--- config.mk ---
export PLATFORM = sky130hd
export DESIGN_NAME = morse_pulse_timing_decoder
export DESIGN_NICKNAME = d
export VERILOG_FILES = /design/src/hdl/mptd_pkg.sv /design/src/hdl/mptd_front.sv /design/src/hdl/mptd_queue.sv /design/src/hdl/mptd_back.sv /design/src/hdl/morse_pulse_timing_decoder.sv
export SDC_FILE = /design/constraint.sdc
export NUM_CORES = 1
export LEC_CHECK = 0
export ABC_AREA = 1
export BUFFER_PORTS_ARGS = -buffer_cell sky130_fd_sc_hd__buf_2
export CAP_MARGIN = 20
export CORE_MARGIN = 2
export CORE_UTILIZATION = 45
export CTS_CLUSTER_DIAMETER = 150
export DETAILED_ROUTE_END_ITERATION = 8
export PLACE_DENSITY_LB_ADDON = 0.15
export SYNTH_ARGS = -nofsm -noshare
export SYNTH_HDL_FRONTEND = slang
export SYNTH_SLANG_ARGS = --single-unit
--- constraint.sdc ---
create_clock -name clk -period 4.2 [get_ports clk]
set_input_delay 0 -clock clk [delete_from_list [all_inputs] [get_ports clk]]
set_output_delay 0 -clock clk [all_outputs]
set_load 0.01 [all_outputs]
--- src/hdl/mptd_pkg.sv ---
// Shared types, constants and the letter table for the Morse pulse timing decoder.
`default_nettype none

package mptd_pkg;

    localparam int unsigned MAX_SYMBOLS_DEF = 4;
    localparam int unsigned QUEUE_DEPTH     = 2;

    localparam int unsigned TW = 16;   // timer / threshold width
    localparam int unsigned LW = 8;    // letter width
    localparam int unsigned SW = 2;    // status width
    localparam int unsigned AW = 2;    // config index width

    localparam logic [TW-1:0] DOT_MIN_RST  = 16'd50;
    localparam logic [TW-1:0] DASH_MIN_RST = 16'd2500;
    localparam logic [TW-1:0] GAP_MIN_RST  = 16'd20000;

    localparam logic [AW-1:0] REG_DOT_MIN  = 2'd0;
    localparam logic [AW-1:0] REG_DASH_MIN = 2'd1;
    localparam logic [AW-1:0] REG_GAP_MIN  = 2'd2;

    localparam logic [SW-1:0] ST_OK      = 2'd0;
    localparam logic [SW-1:0] ST_UNKNOWN = 2'd1;
    localparam logic [SW-1:0] ST_LONG    = 2'd2;

    // Work handed from the edge classifier to the symbol engine.
    typedef enum logic [1:0] {
        OP_DOT,
        OP_DASH,
        OP_END
    } op_t;

    typedef struct packed {
        logic push;
        op_t  op;
    } q_req_t;

    typedef struct packed {
        logic valid;
        op_t  op;
    } q_head_t;

    // Index is a leading marker bit at position count, then the dash bits.
    function automatic logic [LW-1:0] letter_lookup(input logic [4:0] idx);
        logic [LW-1:0] ch;
        case (idx)
            5'd2:    ch = "E";
            5'd3:    ch = "T";
            5'd4:    ch = "I";
            5'd5:    ch = "N";
            5'd6:    ch = "A";
            5'd7:    ch = "M";
            5'd8:    ch = "S";
            5'd9:    ch = "D";
            5'd10:   ch = "R";
            5'd11:   ch = "G";
            5'd12:   ch = "U";
            5'd13:   ch = "K";
            5'd14:   ch = "W";
            5'd15:   ch = "O";
            5'd16:   ch = "H";
            5'd17:   ch = "B";
            5'd18:   ch = "L";
            5'd19:   ch = "Z";
            5'd20:   ch = "F";
            5'd21:   ch = "C";
            5'd22:   ch = "P";
            5'd24:   ch = "V";
            5'd25:   ch = "X";
            5'd27:   ch = "Q";
            5'd29:   ch = "Y";
            5'd30:   ch = "J";
            default: ch = '0;
        endcase
        return ch;
    endfunction

endpackage

`default_nettype wire

--- src/hdl/mptd_front.sv ---
// Edge front end: threshold registers, last edge time and edge classification.
`default_nettype none

module mptd_front (
    input  wire logic                    clk,
    input  wire logic                    rst_n,
    input  wire logic                    in_valid,
    output logic                         in_ready,
    input  wire logic [mptd_pkg::TW-1:0] capture_time,
    input  wire logic                    rising,
    input  wire logic                    cfg_we,
    input  wire logic [mptd_pkg::AW-1:0] cfg_index,
    input  wire logic [mptd_pkg::TW-1:0] cfg_wdata,
    input  wire logic                    q_full,
    output mptd_pkg::q_req_t             q_req
);
    import mptd_pkg::*;

    logic [TW-1:0] dot_min_reg, dash_min_reg, gap_min_reg;
    logic [TW-1:0] last_edge_reg, last_edge_next;
    logic [TW-1:0] span;
    logic          accept;

    assign in_ready = !q_full;
    assign accept   = in_valid && in_ready;
    assign span     = capture_time - last_edge_reg;   // wraps mod 2^16

    always_ff @(posedge clk or negedge rst_n)
    begin
        if (!rst_n)
        begin
            dot_min_reg  <= DOT_MIN_RST;
            dash_min_reg <= DASH_MIN_RST;
            gap_min_reg  <= GAP_MIN_RST;
        end
        else if (cfg_we)
        begin
            case (cfg_index)
                REG_DOT_MIN:  dot_min_reg  <= cfg_wdata;
                REG_DASH_MIN: dash_min_reg <= cfg_wdata;
                REG_GAP_MIN:  gap_min_reg  <= cfg_wdata;
                default:      ;
            endcase
        end
    end

    assign last_edge_next = accept ? capture_time : last_edge_reg;

    always_ff @(posedge clk or negedge rst_n)
    begin
        if (!rst_n)
            last_edge_reg <= '0;
        else
            last_edge_reg <= last_edge_next;
    end

    always_comb
    begin
        q_req.push = 1'b0;
        q_req.op   = OP_DOT;
        if (rising)
        begin
            if (span > gap_min_reg)
            begin
                q_req.push = accept;
                q_req.op   = OP_END;
            end
        end
        else if (span > dot_min_reg && span < dash_min_reg)
        begin
            q_req.push = accept;
            q_req.op   = OP_DOT;
        end
        else if (span > dash_min_reg)
        begin
            q_req.push = accept;
            q_req.op   = OP_DASH;
        end
    end

endmodule

`default_nettype wire

--- src/hdl/mptd_queue.sv ---
// Short op queue between the front end and the symbol engine.
`default_nettype none

module mptd_queue #(
    parameter int unsigned DEPTH = mptd_pkg::QUEUE_DEPTH
) (
    input  wire logic             clk,
    input  wire logic             rst_n,
    input  wire mptd_pkg::q_req_t req,
    output logic                  full,
    output mptd_pkg::q_head_t     head,
    input  wire logic             pop
);
    import mptd_pkg::*;

    localparam int unsigned PW = (DEPTH > 1) ? $clog2(DEPTH) : 1;
    localparam int unsigned CW = $clog2(DEPTH + 1);

    op_t           mem [DEPTH];
    logic [PW-1:0] wr_ptr_reg, wr_ptr_next;
    logic [PW-1:0] rd_ptr_reg, rd_ptr_next;
    logic [CW-1:0] cnt_reg, cnt_next;
    logic          do_push, do_pop;

    function automatic logic [PW-1:0] bump(input logic [PW-1:0] p);
        return (p == PW'(DEPTH - 1)) ? '0 : p + PW'(1);
    endfunction

    assign full      = (cnt_reg == CW'(DEPTH));
    assign head.valid = (cnt_reg != '0);
    assign head.op   = mem[rd_ptr_reg];
    assign do_push   = req.push && !full;
    assign do_pop    = pop && head.valid;

    always_comb
    begin
        wr_ptr_next = do_push ? bump(wr_ptr_reg) : wr_ptr_reg;
        rd_ptr_next = do_pop  ? bump(rd_ptr_reg) : rd_ptr_reg;
        cnt_next    = cnt_reg;
        if (do_push && !do_pop)
            cnt_next = cnt_reg + CW'(1);
        else if (!do_push && do_pop)
            cnt_next = cnt_reg - CW'(1);
    end

    always_ff @(posedge clk)
    begin
        if (do_push)
            mem[wr_ptr_reg] <= req.op;
    end

    always_ff @(posedge clk or negedge rst_n)
    begin
        if (!rst_n)
        begin
            wr_ptr_reg <= '0;
            rd_ptr_reg <= '0;
            cnt_reg    <= '0;
        end
        else
        begin
            wr_ptr_reg <= wr_ptr_next;
            rd_ptr_reg <= rd_ptr_next;
            cnt_reg    <= cnt_next;
        end
    end

endmodule

`default_nettype wire

--- src/hdl/mptd_back.sv ---
// Symbol engine: symbol store, letter lookup and the output word register.
`default_nettype none

module mptd_back #(
    parameter int unsigned MAX_SYMBOLS = mptd_pkg::MAX_SYMBOLS_DEF
) (
    input  wire logic                    clk,
    input  wire logic                    rst_n,
    input  wire mptd_pkg::q_head_t       head,
    output logic                         pop,
    output logic                         out_valid,
    input  wire logic                    out_ready,
    output logic [mptd_pkg::LW-1:0]      letter,
    output logic [mptd_pkg::SW-1:0]      status
);
    import mptd_pkg::*;

    localparam int unsigned CW = $clog2(MAX_SYMBOLS + 2);

    logic [MAX_SYMBOLS-1:0] pat_reg, pat_next;
    logic [CW-1:0]          cnt_reg, cnt_next;
    logic                   ov_reg, ov_next;
    logic [LW-1:0]          letter_reg, letter_next;
    logic [SW-1:0]          status_reg, status_next;
    logic                   emit;
    logic [4:0]             idx;
    logic [LW-1:0]          lut_ch;

    assign pop  = head.valid && (!ov_reg || out_ready);
    assign emit = pop && head.op == OP_END && cnt_reg != '0;

    // Only meaningful for counts 1..4; marker bit at the count position.
    assign idx    = (5'd1 << cnt_reg) | 5'(pat_reg[3:0]);
    assign lut_ch = letter_lookup(idx);

    always_comb
    begin
        pat_next = pat_reg;
        cnt_next = cnt_reg;
        if (pop)
        begin
            case (head.op)
                OP_DOT, OP_DASH:
                begin
                    if (cnt_reg < CW'(MAX_SYMBOLS))
                    begin
                        if (head.op == OP_DASH)
                            pat_next = pat_reg | (MAX_SYMBOLS'(1) << cnt_reg);
                        cnt_next = cnt_reg + CW'(1);
                    end
                    else
                        cnt_next = CW'(MAX_SYMBOLS + 1);
                end
                OP_END:
                begin
                    if (cnt_reg != '0)
                    begin
                        pat_next = '0;
                        cnt_next = '0;
                    end
                end
                default: ;
            endcase
        end
    end

    always_comb
    begin
        letter_next = '0;
        if (cnt_reg > CW'(MAX_SYMBOLS))
            status_next = ST_LONG;
        else if (cnt_reg <= CW'(4))
        begin
            letter_next = lut_ch;
            status_next = (lut_ch != '0) ? ST_OK : ST_UNKNOWN;
        end
        else
            status_next = ST_UNKNOWN;
    end

    assign ov_next = emit || (ov_reg && !out_ready);

    always_ff @(posedge clk)
    begin
        if (emit)
        begin
            letter_reg <= letter_next;
            status_reg <= status_next;
        end
    end

    always_ff @(posedge clk or negedge rst_n)
    begin
        if (!rst_n)
        begin
            pat_reg <= '0;
            cnt_reg <= '0;
            ov_reg  <= 1'b0;
        end
        else
        begin
            pat_reg <= pat_next;
            cnt_reg <= cnt_next;
            ov_reg  <= ov_next;
        end
    end

    assign out_valid = ov_reg;
    assign letter    = letter_reg;
    assign status    = status_reg;

endmodule

`default_nettype wire

--- src/hdl/morse_pulse_timing_decoder.sv ---
// Path: the closing edge word is written into the op queue; the engine pops it from there
// and loads the letter word into the output reg, from which it is taken.
// Throughput: one edge word per cycle; the front end stalls only when the two-entry op
// queue is full, and the engine retires one op per cycle while the output reg is free or taken.
// Reset (rst_n, async, active low): thresholds return to 50/2500/20000; last edge time,
// symbol store, queue and output valid clear; ready is already high during reset, as the queue is empty.
`default_nettype none

module morse_pulse_timing_decoder #(
    parameter int unsigned MAX_SYMBOLS = mptd_pkg::MAX_SYMBOLS_DEF
) (
    input  wire logic                    clk,
    input  wire logic                    rst_n,
    // edge word channel
    input  wire logic                    in_valid,
    output logic                         in_ready,
    input  wire logic [mptd_pkg::TW-1:0] capture_time,
    input  wire logic                    rising,
    // letter word channel
    output logic                         out_valid,
    input  wire logic                    out_ready,
    output logic [mptd_pkg::LW-1:0]      letter,
    output logic [mptd_pkg::SW-1:0]      status,
    // threshold writes: 0 dot_min, 1 dash_min, 2 gap_min
    input  wire logic                    cfg_we,
    input  wire logic [mptd_pkg::AW-1:0] cfg_index,
    input  wire logic [mptd_pkg::TW-1:0] cfg_wdata
);
    import mptd_pkg::*;

    q_req_t  q_req;
    q_head_t q_head;
    logic    q_full;
    logic    q_pop;

    // Front end: measures the wrapped span to the previous edge and turns the
    // edge into dot, dash or end-of-letter ops. Short presses and short gaps
    // produce nothing and never touch the queue.
    mptd_front u_front (
        .clk          (clk),
        .rst_n        (rst_n),
        .in_valid     (in_valid),
        .in_ready     (in_ready),
        .capture_time (capture_time),
        .rising       (rising),
        .cfg_we       (cfg_we),
        .cfg_index    (cfg_index),
        .cfg_wdata    (cfg_wdata),
        .q_full       (q_full),
        .q_req        (q_req)
    );

    // Decouples edge intake from a stalled letter consumer.
    mptd_queue #(
        .DEPTH (QUEUE_DEPTH)
    ) u_queue (
        .clk   (clk),
        .rst_n (rst_n),
        .req   (q_req),
        .full  (q_full),
        .head  (q_head),
        .pop   (q_pop)
    );

    // Symbol engine: owns the dot/dash store; an end op with symbols held
    // loads the output word and clears the store.
    mptd_back #(
        .MAX_SYMBOLS (MAX_SYMBOLS)
    ) u_back (
        .clk       (clk),
        .rst_n     (rst_n),
        .head      (q_head),
        .pop       (q_pop),
        .out_valid (out_valid),
        .out_ready (out_ready),
        .letter    (letter),
        .status    (status)
    );

endmodule

`default_nettype wire

==> results.toml <==
[critical_path]
crit_path_cell_trace = "ha_1 -> fa_1 -> o21ai_1 -> nand4_1 -> nand3_1 -> xor2_1 -> ha_1 -> nand2_1 -> nor2_1 -> a21oi_1 -> nand2_1 -> nand2_1 -> nand2_1 -> o21ai_1 -> inv_1 -> ha_1 -> a21oi_1 -> o21ai_0 -> xnor2_1"
start_kind = "register"
slowest_stage = "fa_1"
cpPeakStageDelay_ns = 0.42
worstSetupEndpointType = "register"
crit_top_cell = "nand2_1"
path_class = "reg2reg"
path_max_fanout = 3
cp.buffers_inverters = 1
reg2reg_slack_ns = 0.43
cp_data_arrival_time_ns = 4.01
required_ns = 4.44
critPathTopFamily = "adder cells"

[floorplan]
row_count = 41
die_h_um = 118
initial_utilization = 0.464
ios = 52
die-area_um2 = 14000
core_area_um2 = 12700
fp.dieW_um = 118

[final_layout]
final_common_cell = "nand2_1"
regArea_um2 = 2280
multi_input_area_um2 = 3020
nFillCells = 1245
layout_common_cells = "173 x nand2_1, 131 x inv_1, 81 x o21ai_0"
area_growth_pct = 18.5
drive_gt1_frac = 0.117
layout.nets = 943
diodes = 0

[routing]
firstDrtPassIters = 4
routed_via_density = 4.89
first_iter_violations = 263
drc = 0
detail-route-antenna-nets = 0
wl_per_cell_um = 13.3
vias = 4907
drt_wl_total_um = 13400

[timing]
finalWorstSetupSlack_ns = 0.434
rsz0062_at_grt = "no"
worst_pin_slew_ns = 0.991
hold_ws_ns = 0.0161
drv_slew = 0
max_clock_freq_ghz = 0.266
max_slew_margin = 0.337
fin_skew_ns = 0.00462
period_minus_slack_ns = 3.77
finalCritPeriodShare = 0.897
tns_ns = 0
hold_violations = 0
setup_viol = 0

[place]
dp_slack_ns = 0.224
dp_hpwl_um = 10200
place.gp.congestion = 0.893
portBuffers = 49

[synthesis]
ys_async_sr_fraction = 0.864
synth_area_um2 = 5880
syn_inst = 744
synth_enable_flop_cells = 12
synthSimpleGateAreaFrac = 0.174
yosys_warnings = 0
syn_avg_cell_area_um2 = 7.90
synth_flop_cell = "dfrtp_1"
synth_top_family_by_area = "simple AND/OR/NAND/NOR gates"
synth-compound-area-share = 0.144
ys_ff_latch = 88
synth_fa_ha_area_frac = 0.165
synthXorXnorAreaFrac = 0.0268
synth_mux_area_frac = 0
ys_seq_area_frac = 0.388
ys_types = 38

[clock_tree]
clk_latency_ns = 0.35
clkTransAtPathRegs_ns = 0.07
cts_tree = "done"
htree_levels = 3
clock-sinks = 88
numCtsBuffers = 9
cts_buffer_depth = 2
root_buffer = "clkbuf_16"

[pwr]
powerDensity_nw_per_um2 = 753
ir_drop_mv = 0.253
power_leakage_nw = 3.60

[grt]
antenna_found_initial = 0
grt_pass1_vias = 4723
track_usage = 0.204
grt_pass1_wl_um = 22800
grt_start_max_net_pins = 42
grt-ovfl-total = 0

[flow_run]
cap_violations = 0

[status]
status = "finished clean"

[worst_hold_path]
min_path_type = "in2reg"
-- worst paths after layout --
kind	startpoint	endpoint	cells after the start
min in group asynchronous	rst_n	u_back.out_valid	2
worst min register to register	u_front.dash_min_reg[9]	u_front.dash_min_reg[9]	2
worst max-delay path	u_front.last_edge_reg[0]	u_queue.cnt_reg[1]	19
max in group asynchronous	rst_n	u_front.dot_min_reg[4]	3
worst min-delay path	in_valid	u_front.last_edge_reg[15]	4
worst max register to register	u_front.last_edge_reg[0]	u_queue.cnt_reg[1]	19
-- worst reg2reg max path, cell delays in order, from the launching register on --
cell and delay, ns:
dfrtp_1 0.38, ha_1 0.21, fa_1 0.42, o21ai_1 0.28, nand4_1 0.12, nand3_1 0.12, xor2_1 0.38, ha_1 0.31
nand2_1 0.08, nor2_1 0.06, a21oi_1 0.19, nand2_1 0.07, nand2_1 0.08, nand2_1 0.08, o21ai_1 0.19, inv_1 0.07
ha_1 0.30, a21oi_1 0.11, o21ai_0 0.11, xnor2_1 0.13
-- cells by family (layout without fill, tap and decap cells) --
kind of cell,Yosys count,count (layout)
AND/OR/NAND/NOR,252,252
other,1,2
buffers and inverters,153,239
adder cells (fa/ha/maj),77,77
XOR/XNOR,18,18
flip-flops,88,88
AO/OA/AOI/OAI,155,155
-- stage by stage --
stage,instance area (µm²),utilization,instances,power (W)
floorplan,5880,-,745,0.00358
global placement,6270,0.495,952,0.00428
detailed placement,6270,0.495,952,0.00434
CTS,6930,0.547,1002,0.00525
global route,6960,0.550,1003,0.00583
finish,6960,0.550,1003,0.00524
-- routing by layer --
metal / vias up / share of wire / track usage
met5: - / 0 / 0
met4: 0 / 0.019 / 0.0783
met3: 17 / 0.025 / 0.0290
met2: 75 / 0.44 / 0.308
met1: 2262 / 0.52 / 0.294
li1: 2553 / - / -
-- repair_timing --
item,in CTS,in global routing
hold buffers,34,0
gates resized for setup,0,6
hold endpoints to repair,91,0
buffers inserted,0,0
endpoints found under the setup margin,0,2
-- cell type report --
type | count | share of cell area
multi-input combinational | 504 | 0.434
sequential | 88 | 0.327
timing repair buffer | 87 | 0.0895
inverter | 136 | 0.0733
clock buffer | 10 | 0.0359
tap | 172 | 0.0309
clock inverter | 6 | 0.00916
-- synthesized netlist by cell type (2+ instances only) --
master,instances,area share
a31oi_1,4,0.0043
buf_2,2,0.0017
edfxtp_1,12,0.061
nand2_1,173,0.11
dfrtp_1,63,0.27
xor2_1,10,0.015
nor3_1,5,0.0043
o21ai_1,3,0.0026
dfstp_2,13,0.058
nand4_1,5,0.0053
o21a_1,3,0.0038
nand2_2,2,0.0021
a21oi_1,45,0.038
o21bai_1,3,0.0038
ha_1,76,0.16
and2_1,2,0.0021
a21o_1,4,0.0051
nand3_1,25,0.021
inv_1,131,0.084
inv_2,5,0.0032
clkbuf_1,10,0.0064
or2_1,3,0.0032
o21ai_0,84,0.072
xnor2_1,8,0.012
nor2_1,35,0.022
buf_4,4,0.0051
o211ai_1,3,0.0038
-- where the power goes --
part	switching, W	total, W	internal, W
clock network	0.000352	0.000849	0.000497
registers	0.000110	0.00127	0.00116
logic	0.00194	0.00313	0.00119
total	0.00240	0.00524	0.00285
No activity file was read; power rests on OpenSTA's default activity.
